$ cat config.mk
export PLATFORM = sky130hd
export DESIGN_NAME = infix_expression_evaluator_flat
export DESIGN_NICKNAME = d
export VERILOG_FILES = /design/src/hw/rtl/iee_pkg.sv /design/src/hw/rtl/iee_tok_if.sv /design/src/hw/rtl/iee_dp.sv /design/src/hw/rtl/iee_ctrl.sv /design/src/hw/rtl/infix_expression_evaluator.sv /design/src/flat_wrapper.sv
export SDC_FILE = /design/constraint.sdc
export NUM_CORES = 2
export LEC_CHECK = 0
export CAP_MARGIN = 40
export CORE_ASPECT_RATIO = 0.9
export CORE_UTILIZATION = 60
export CTS_BUF_LIST = sky130_fd_sc_hd__clkbuf_16
export DETAILED_ROUTE_END_ITERATION = 10
export DONT_BUFFER_PORTS = 1
export GPL_TIMING_DRIVEN = 0
export MAX_ROUTING_LAYER = met4
export PLACE_DENSITY_LB_ADDON = 0.12
export SETUP_SLACK_MARGIN = 0.4
export SYNTH_ARGS = -nofsm -noshare
export SYNTH_HDL_FRONTEND = slang
export SYNTH_SLANG_ARGS = --single-unit
$ cat constraint.sdc
create_clock -name clk -period 21.1 [get_ports clk]
set_clock_uncertainty 0.15 [all_clocks]
set_input_delay 4.22 -clock clk [delete_from_list [all_inputs] [get_ports clk]]
set_output_delay 4.22 -clock clk [all_outputs]
set_load 0.02 [all_outputs]
$ cat src/hw/rtl/iee_pkg.sv
// Package: token, error and pending-operator codes, level record and control structs.
`timescale 1ns / 1ps
package iee_pkg;

  typedef logic [2:0]  op_t;
  typedef logic [2:0]  err_t;
  typedef logic [1:0]  pend_t;
  typedef logic [31:0] word_t;

  localparam op_t OP_NUM    = 3'd0;
  localparam op_t OP_PLUS   = 3'd1;
  localparam op_t OP_MINUS  = 3'd2;
  localparam op_t OP_TIMES  = 3'd3;
  localparam op_t OP_DIVIDE = 3'd4;
  localparam op_t OP_OPEN   = 3'd5;
  localparam op_t OP_CLOSE  = 3'd6;

  localparam err_t ERR_NONE            = 3'd0;
  localparam err_t ERR_MISSING_OPERAND = 3'd1;
  localparam err_t ERR_OPERATOR        = 3'd2;
  localparam err_t ERR_MISSING_CLOSE   = 3'd3;
  localparam err_t ERR_TOO_DEEP        = 3'd4;
  localparam err_t ERR_DIV_ZERO        = 3'd5;

  localparam pend_t PEND_NONE   = 2'd0;
  localparam pend_t PEND_PLUS   = 2'd1;
  localparam pend_t PEND_MINUS  = 2'd2;
  localparam pend_t PEND_TIMES  = 2'd1;
  localparam pend_t PEND_DIVIDE = 2'd2;

  localparam int unsigned DIV_STEPS = 32;

  // One nesting level: running sum, running product, pending operators.
  typedef struct packed {
    word_t sum;
    pend_t addp;
    word_t prod;
    pend_t mulp;
  } level_t;

  typedef struct packed {
    logic  load_opnd;
    logic  load_inner;
    logic  push;
    logic  pop_rd;
    logic  pop_ld;
    logic  set_mul;
    logic  set_add;
    pend_t pend;
    logic  apply_mul;
    logic  apply_copy;
    logic  div_start;
    logic  div_step;
    logic  out_load;
    err_t  err;
  } cmd_t;

  typedef struct packed {
    logic  level_zero;
    logic  level_max;
    pend_t mulp;
    logic  opnd_zero;
    logic  div_last;
  } stat_t;

endpackage

$ cat src/hw/rtl/iee_tok_if.sv
// Interfaces: token channel and result channel.
`timescale 1ns / 1ps
interface iee_tok_if;
  import iee_pkg::*;
  logic  valid;
  logic  ready;
  op_t   op;
  word_t value;
  logic  last_token;
  modport source (output valid, output op, output value, output last_token, input ready);
  modport sink (input valid, input op, input value, input last_token, output ready);
endinterface

interface iee_res_if;
  import iee_pkg::*;
  logic  valid;
  logic  ready;
  word_t result_value;
  err_t  error_code;
  modport source (output valid, output result_value, output error_code, input ready);
  modport sink (input valid, input result_value, input error_code, output ready);
endinterface

$ cat src/hw/rtl/iee_dp.sv
// Datapath: current level registers, level stack memory, multiplier, serial divider.
`timescale 1ns / 1ps
module iee_dp #(
  parameter int MAX_DEPTH = 16
) (
  input  logic           clk,
  input  logic           rst,
  input  iee_pkg::cmd_t  cmd,
  input  iee_pkg::word_t value,
  output iee_pkg::stat_t stat,
  output iee_pkg::word_t result_value,
  output iee_pkg::err_t  error_code
);
  import iee_pkg::*;

  localparam int LW = $clog2(MAX_DEPTH + 1);
  localparam int AW = (MAX_DEPTH > 1) ? $clog2(MAX_DEPTH) : 1;

  level_t        cur;
  level_t        rdata;
  level_t        mem [MAX_DEPTH];
  logic [LW-1:0] level;
  logic [LW-1:0] level_dec;
  word_t         opnd;
  word_t         lvl_val;
  logic [31:0]   rem;
  logic [31:0]   quo;
  logic [4:0]    cnt;
  logic [32:0]   trial;
  logic          fits;
  logic [31:0]   rem_next;
  logic [31:0]   quo_next;
  logic [63:0]   mul_full;

  assign level_dec = level - LW'(1);

  always_comb begin
    unique case (cur.addp)
      PEND_PLUS:  lvl_val = cur.sum + cur.prod;
      PEND_MINUS: lvl_val = cur.sum - cur.prod;
      default:    lvl_val = cur.prod;
    endcase
  end

  // restoring division, one quotient bit a step
  always_comb begin
    trial    = {rem, quo[31]};
    fits     = trial >= {1'b0, opnd};
    rem_next = fits ? 32'(trial - {1'b0, opnd}) : trial[31:0];
    quo_next = {quo[30:0], fits};
  end

  assign mul_full = cur.prod * opnd;

  assign stat.level_zero = (level == '0);
  assign stat.level_max  = (level == LW'(MAX_DEPTH));
  assign stat.mulp       = cur.mulp;
  assign stat.opnd_zero  = (opnd == '0);
  assign stat.div_last   = (cnt == 5'(DIV_STEPS - 1));

  always_ff @(posedge clk) begin
    if (cmd.push) begin
      mem[level[AW-1:0]] <= cur;
    end
    if (cmd.pop_rd) begin
      rdata <= mem[level_dec[AW-1:0]];
    end
  end

  always_ff @(posedge clk) begin
    if (cmd.load_opnd) opnd <= value;
    if (cmd.load_inner) opnd <= lvl_val;
    if (cmd.div_start) begin
      rem <= '0;
      quo <= cur.prod;
      cnt <= '0;
    end else if (cmd.div_step) begin
      rem <= rem_next;
      quo <= quo_next;
      cnt <= cnt + 5'd1;
    end
    if (cmd.out_load) begin
      result_value <= (cmd.err == ERR_NONE) ? lvl_val : '0;
      error_code   <= cmd.err;
    end
  end

  always_ff @(posedge clk) begin
    if (rst) begin
      cur   <= '0;
      level <= '0;
    end else if (cmd.out_load) begin
      cur   <= '0;
      level <= '0;
    end else if (cmd.push) begin
      cur   <= '0;
      level <= level + LW'(1);
    end else if (cmd.pop_rd) begin
      level <= level_dec;
    end else if (cmd.pop_ld) begin
      cur <= rdata;
    end else if (cmd.set_mul) begin
      cur.mulp <= cmd.pend;
    end else if (cmd.set_add) begin
      cur.sum  <= lvl_val;
      cur.addp <= cmd.pend;
    end else if (cmd.apply_mul) begin
      cur.prod <= mul_full[31:0];
      cur.mulp <= PEND_NONE;
    end else if (cmd.apply_copy) begin
      cur.prod <= opnd;
      cur.mulp <= PEND_NONE;
    end else if (cmd.div_step && stat.div_last) begin
      cur.prod <= quo_next;
      cur.mulp <= PEND_NONE;
    end
  end

endmodule

$ cat src/hw/rtl/iee_ctrl.sv
// Controller: token decode, parse state and sequencing of datapath operations.
`timescale 1ns / 1ps
module iee_ctrl (
  input  logic           clk,
  input  logic           rst,
  input  logic           in_valid,
  input  iee_pkg::op_t   in_op,
  input  logic           in_last,
  output logic           in_ready,
  output logic           out_valid,
  input  logic           out_ready,
  input  iee_pkg::stat_t stat,
  output iee_pkg::cmd_t  cmd
);
  import iee_pkg::*;

  typedef enum logic [6:0] {
    S_IDLE  = 7'b0000001,
    S_TAKE  = 7'b0000010,
    S_DIV   = 7'b0000100,
    S_POP   = 7'b0001000,
    S_POPLD = 7'b0010000,
    S_FIN   = 7'b0100000,
    S_OUT   = 7'b1000000
  } state_t;

  state_t state, state_next;
  logic   want, want_next;
  logic   fin, fin_next;
  err_t   err, err_next, err_final;
  logic   last_r, last_next;
  logic   active;
  state_t after;

  assign active   = (err == ERR_NONE) && !fin;
  assign in_ready = (state == S_IDLE);
  assign out_valid = (state == S_OUT);
  assign after    = last_r ? S_FIN : S_IDLE;

  always_comb begin
    err_final = err;
    if (active) begin
      if (want) err_final = ERR_MISSING_OPERAND;
      else if (!stat.level_zero) err_final = ERR_MISSING_CLOSE;
    end
  end

  always_comb begin
    cmd        = '0;
    state_next = state;
    want_next  = want;
    fin_next   = fin;
    err_next   = err;
    last_next  = last_r;
    unique case (state)
      S_IDLE: begin
        if (in_valid) begin
          last_next  = in_last;
          state_next = in_last ? S_FIN : S_IDLE;
          if (active && want) begin
            if (in_op == OP_NUM) begin
              cmd.load_opnd = 1'b1;
              state_next    = S_TAKE;
            end else if (in_op == OP_OPEN) begin
              if (stat.level_max) err_next = ERR_TOO_DEEP;
              else cmd.push = 1'b1;
            end else begin
              err_next = ERR_OPERATOR;
            end
          end else if (active) begin
            priority if (in_op == OP_TIMES || in_op == OP_DIVIDE) begin
              cmd.set_mul = 1'b1;
              cmd.pend    = (in_op == OP_TIMES) ? PEND_TIMES : PEND_DIVIDE;
              want_next   = 1'b1;
            end else if (in_op == OP_PLUS || in_op == OP_MINUS) begin
              cmd.set_add = 1'b1;
              cmd.pend    = (in_op == OP_PLUS) ? PEND_PLUS : PEND_MINUS;
              want_next   = 1'b1;
            end else if (stat.level_zero) begin
              fin_next = 1'b1;
            end else if (in_op == OP_CLOSE) begin
              cmd.load_inner = 1'b1;
              state_next     = S_POP;
            end else begin
              err_next = ERR_MISSING_CLOSE;
            end
          end
        end
      end
      S_POP: begin
        cmd.pop_rd = 1'b1;
        state_next = S_POPLD;
      end
      S_POPLD: begin
        cmd.pop_ld = 1'b1;
        state_next = S_TAKE;
      end
      S_TAKE: begin
        want_next  = 1'b0;
        state_next = after;
        unique case (stat.mulp)
          PEND_TIMES: cmd.apply_mul = 1'b1;
          PEND_DIVIDE: begin
            if (stat.opnd_zero) begin
              err_next  = ERR_DIV_ZERO;
              want_next = want;
            end else begin
              cmd.div_start = 1'b1;
              state_next    = S_DIV;
            end
          end
          default: cmd.apply_copy = 1'b1;
        endcase
      end
      S_DIV: begin
        cmd.div_step = 1'b1;
        if (stat.div_last) state_next = after;
      end
      S_FIN: begin
        cmd.out_load = 1'b1;
        cmd.err      = err_final;
        want_next    = 1'b1;
        fin_next     = 1'b0;
        err_next     = ERR_NONE;
        state_next   = S_OUT;
      end
      S_OUT: begin
        if (out_ready) state_next = S_IDLE;
      end
      default: state_next = S_IDLE;
    endcase
  end

  always_ff @(posedge clk) begin
    if (rst) begin
      state  <= S_IDLE;
      want   <= 1'b1;
      fin    <= 1'b0;
      err    <= ERR_NONE;
      last_r <= 1'b0;
    end else begin
      state  <= state_next;
      want   <= want_next;
      fin    <= fin_next;
      err    <= err_next;
      last_r <= last_next;
    end
  end

endmodule

$ cat src/hw/rtl/infix_expression_evaluator.sv
// Top level: infix expression evaluator, controller plus datapath.
`timescale 1ns / 1ps
// Usage:
//   tok carries one token per transfer: op (number, + - * /, open, close),
//   value (used for numbers) and last_token. res carries one result per
//   expression, result_value and error_code, on the token flagged last.
//   Tokens are handled one at a time; tok.ready is high only while idle.
// Steps per token:
//   operators, open and tokens after an end or error: handled in S_IDLE.
//   number: operand load, then multiply or copy in S_TAKE; with a pending
//   divide, the 32-step serial divider runs in S_DIV instead.
//   close: inner value load, stack memory read (S_POP), load of the popped
//   level (S_POPLD), then as for a number.
//   last token: result formed in S_FIN, then res.valid rises in S_OUT.
// Stall: the result register holds while res.ready is low and no token is
//   taken until that transfer completes.
// Reset: rst (synchronous) returns the parser to an empty expression; the
//   level stack needs no clearing, since a level is written on open before
//   it is ever read back on close.
module infix_expression_evaluator #(
  parameter int MAX_DEPTH = 16
) (
  input logic      clk,
  input logic      rst,
  iee_tok_if.sink  tok,
  iee_res_if.source res
);
  import iee_pkg::*;

  cmd_t  cmd;
  stat_t stat;

  // sequencing and parse state
  iee_ctrl u_ctrl (
    .clk       (clk),
    .rst       (rst),
    .in_valid  (tok.valid),
    .in_op     (tok.op),
    .in_last   (tok.last_token),
    .in_ready  (tok.ready),
    .out_valid (res.valid),
    .out_ready (res.ready),
    .stat      (stat),
    .cmd       (cmd)
  );

  // levels, arithmetic and result register
  iee_dp #(
    .MAX_DEPTH (MAX_DEPTH)
  ) u_dp (
    .clk          (clk),
    .rst          (rst),
    .cmd          (cmd),
    .value        (tok.value),
    .stat         (stat),
    .result_value (res.result_value),
    .error_code   (res.error_code)
  );

endmodule
$ cat src/flat_wrapper.sv
// flat-port wrapper written by rule: the top's interface ports become plain ports
module infix_expression_evaluator_flat import iee_pkg::*;
#(
  parameter int MAX_DEPTH = 16
)
  (clk, rst, tok_valid, tok_op, tok_value, tok_last_token, tok_ready, res_valid, res_result_value, res_error_code, res_ready);
  iee_tok_if tok_i ();
  iee_res_if res_i ();
  input logic clk;
  input logic rst;
  input wire logic [$bits(tok_i.valid)-1:0] tok_valid;
  input wire logic [$bits(tok_i.op)-1:0] tok_op;
  input wire logic [$bits(tok_i.value)-1:0] tok_value;
  input wire logic [$bits(tok_i.last_token)-1:0] tok_last_token;
  output wire logic [$bits(tok_i.ready)-1:0] tok_ready;
  output wire logic [$bits(res_i.valid)-1:0] res_valid;
  output wire logic [$bits(res_i.result_value)-1:0] res_result_value;
  output wire logic [$bits(res_i.error_code)-1:0] res_error_code;
  input wire logic [$bits(res_i.ready)-1:0] res_ready;
  assign tok_i.valid = tok_valid;
  assign tok_i.op = tok_op;
  assign tok_i.value = tok_value;
  assign tok_i.last_token = tok_last_token;
  assign tok_ready = tok_i.ready;
  assign res_valid = res_i.valid;
  assign res_result_value = res_i.result_value;
  assign res_error_code = res_i.error_code;
  assign res_i.ready = res_ready;
  infix_expression_evaluator #(.MAX_DEPTH(MAX_DEPTH)) u_core (.clk(clk), .rst(rst), .tok(tok_i), .res(res_i));
endmodule
==> results.md <==
- Async S/R FF share, synth: 0%
- Post-CTS setup repair buffer count: 0
- Post-route ant nets: 0
- CTS H-tree depth: 4
- Post-synthesis register bit count: 1378
- DR pass1 iterations: 9
- FILL cells: 8178
- Die Width: 369 µm
- Setup slack, reg-to-reg: 11.26 ns
- Hold path start: u_core.u_dp.cnt[4]
- Period utilization: 46.6%
- Routed via count: 47157
- Element type at the critical path start: register
- Pwr/cell area: 74.9 nW/µm²
- Max cap viols: 0
- DR WL/cell: 33.1 µm
- Hold_buf cts: 0
- Skew-Pair Late Insertion Delay: 0.82 ns
- Shortest period the worst path allows: 9.84 ns
- Grt total ovfl: 0
- Area contributors post-synth: edfxtp_1 52%, fa_1 11%, mux4_2 11%
- Count leader, synth: edfxtp_1
- Number of DRC markers in iteration 0: 6821
- Syn_area_per_cell: 14.3 µm²
- WL final: 236000 µm
- Setup TNS: 0 ns
- Post-Syn Area: 72800 µm²
- Root Buffer: clkbuf_16
- First-pass GRT wire length: 336000 µm
- Die Y: 332 µm
- Detailed placement HPWL: 172000 µm
- Failing checks: DRC
- Hold Crit Endpoint: u_core.u_dp.cnt[4]
- Maximum vdd drop: 0.0837 mV
- Hold depth: 2
- Static leakage: 31.7 nW
- Layout Nets: 6057
- Die area: 123000 µm²
- Max Freq: 102 MHz
- Initial Util: 60.8%
- Vias in the first global route: 46133
- TritonCTS Buffers: 137
- Run status: complete, but fails checks
- CP required: 21.60 ns
- Reg clk slew, reported paths: 0.07 ns
- Post-CTS sizing: 0
- Sink Count: 1378
- Bufs on Longest Clock Path: 3
- Final setup fails: 0
- Crit Reg-Reg Endpoint: u_core.u_dp.cur[31]
- Seq/Total Area, Yosys: 55.2%
- Vias per cell: 6.61
- GR Util All Layers: 40.5%
- Area growth, synth to finish: 12.8%
- Worst Path Max Fanout: 20
- Syn Nets: 5721
- Worst R2R Start: u_core.u_dp.cur[3]
- Unrepaired setup endpoints after global routing: no
- Hold crit path type: reg2reg
- Most used DFF post-synth: edfxtp_1
- Cell variety after synth: 87
- Largest net degree at the start of global routing: 40
- TritonCTS clock tree: built
- Buffers on Ports: 0
- WS Path Type: reg2reg
- Ys Warns: 0
- Yosys top cell area share: 51.8%
- Total design power: 6.15 mW
- Fraction of layout cells with a size suffix above 1: 15.0%
- Layout Utilization: 68.6%
- Measured slew at the worst slew-check pin: 1.01 ns
- Critical Path AT: 10.33 ns
- Dominant cell type by area after synthesis: edfxtp_1
- Post-Syn Instances: 5074
- Synth cell count leaders: 1255 x edfxtp_1, 456 x nand2_1, 454 x inv_1
- Final hold violations: 0
- Post-synth EDFFs: 1255
- Worst slew margin: 33.0%
- Final Max Slew Viols: 0
- Routability cong.: 1.06
- Crit path capture type: register
- # rows: 120
- Core Area: 120000 µm²
- Io pins: 77
- Hold Slack: 0.333 ns
- Antenna violations before repair: 31
- DRC viols: 20
- Worst reg2reg path depth: 24
worst max-delay path: stages (launching register included):
cell	delay, ns
dfxtp_1	0.79
clkbuf_1	0.29
clkinv_1	0.76
clkbuf_1	0.48
buf_8	0.25
nor2_1	0.23
fa_1	0.48
fa_1	0.39
fa_1	0.49
inv_1	0.05
fa_1	0.36
inv_1	0.09
fa_1	0.39
ha_1	0.30
fa_1	0.55
fa_1	0.45
ha_1	0.33
a211oi_1	0.27
nand2_1	0.14
a2111oi_0	0.57
nor2_1	0.26
a221o_1	0.48
a21oi_1	0.37
xor2_1	0.15
a221oi_1	0.56
final cells by class:
| type | count | area, µm² | share of cell area (%) |
|---|---|---|---|
| Sequential cell | 1378 | 40100 | 48.9 |
| Multi-Input combinational cell | 2958 | 29900 | 36.4 |
| Clock buffer | 139 | 3480 | 4.24 |
| Timing Repair Buffer | 197 | 2820 | 3.43 |
| Tap cell | 1586 | 1980 | 2.42 |
| Inverter | 458 | 1720 | 2.10 |
| Buffer | 280 | 1120 | 1.37 |
| Clock inverter | 111 | 853 | 1.04 |
| Antenna cell | 29 | 72.6 | 0.0884 |
worst max-delay path by stage:
stage / to / start / depth (start not counted) / slack [ns]
4_1_cts: u_core.u_dp.cur[25] / u_core.u_dp.cur[3] / 26 / 11.57
2_1_floorplan: u_core.u_dp.mem[0][0] / tok_op[1] / 6 / 10.41
3_3_place_gp: u_core.u_dp.mem[3][18] / tok_op[1] / 6 / 3.60
6_report: u_core.u_dp.cur[31] / u_core.u_dp.cur[3] / 24 / 11.26
5_1_grt: u_core.u_dp.cur[23] / u_core.u_dp.cur[3] / 26 / 11.26
3_5_place_dp: u_core.u_dp.cur[25] / u_core.u_dp.cur[3] / 26 / 11.63
metrics by stage:
step | worst slack, ns | area, µm² | cells
after global routing | 11.26 | 82100 | 7133
after CTS | 11.57 | 82000 | 7104
after floorplan | 10.41 | 72800 | 5074
final | 11.26 | 82100 | 7136
after global placement | 3.60 | 74700 | 6660
after detailed placement | 11.63 | 77700 | 6854
cells in the final DEF, fill, tap and decap left out, types with 25 or more instances in the layout:
master	count
fa_1	410
buf_6	65
edfxtp_1	1255
o211ai_1	28
nand2_1	456
dfxtp_1	123
diode_2	29
buf_1	34
mux2_2	32
and2_1	214
nor3_1	53
clkbuf_16	139
nor2_1	275
buf_4	35
a211oi_1	43
nand3_1	29
inv_1	492
mux2i_1	25
a21o_1	36
a21oi_1	169
clkinv_1	28
xor2_1	48
mux4_2	340
clkbuf_1	221
ha_1	197
buf_12	35
xnor2_1	121
o21ai_0	168
buf_8	56
state kept, by name, summed over array words and instances (netlist names), 5 cells and up:
signal,count
u_core.u_dp.cur,66
u_core.u_dp.rdata,68
u_core.u_dp.cnt,5
u_core.u_dp.rem,32
u_core.u_dp.result_value,32
u_core.u_ctrl.state,7
u_core.u_dp.opnd,32
u_core.u_dp.level,5
u_core.u_dp.mem,1088
u_core.u_dp.quo,32
power breakdown:
| group | total, mW | switching (mW) | leakage, nW | internal (mW) |
|---|---|---|---|---|
| Combinational | 0.767 | 0.465 | 15.5 | 0.302 |
| Sequential | 2.99 | 0.0270 | 13.9 | 2.97 |
| Clock | 2.39 | 1.10 | 2.25 | 1.29 |
routing by layer:
| metal | track usage [%] | vias to the layer above | routed length, µm |
|---|---|---|---|
| met5 | - | - | 0 |
| met4 | 18.5 | 0 | 12600 |
| met3 | 10.2 | 611 | 29600 |
| met2 | 57.3 | 3424 | 104000 |
| met1 | 55.6 | 24052 | 90100 |
| li1 | - | 19070 | - |
logic make-up (layout without fill, tap and decap cells):
logic type,after synthesis,count (layout),synth area share (%)
compound gates,601,601,5.21
xor+xnor,172,172,2.08
fa+ha+maj,607,607,14.7
buf+inv,738,1185,3.91
flops,1378,1378,55.2
mux,397,397,11.4
other cells,0,29,0
simple gates,1181,1181,7.59
No activity file was read; power rests on OpenSTA's default activity.
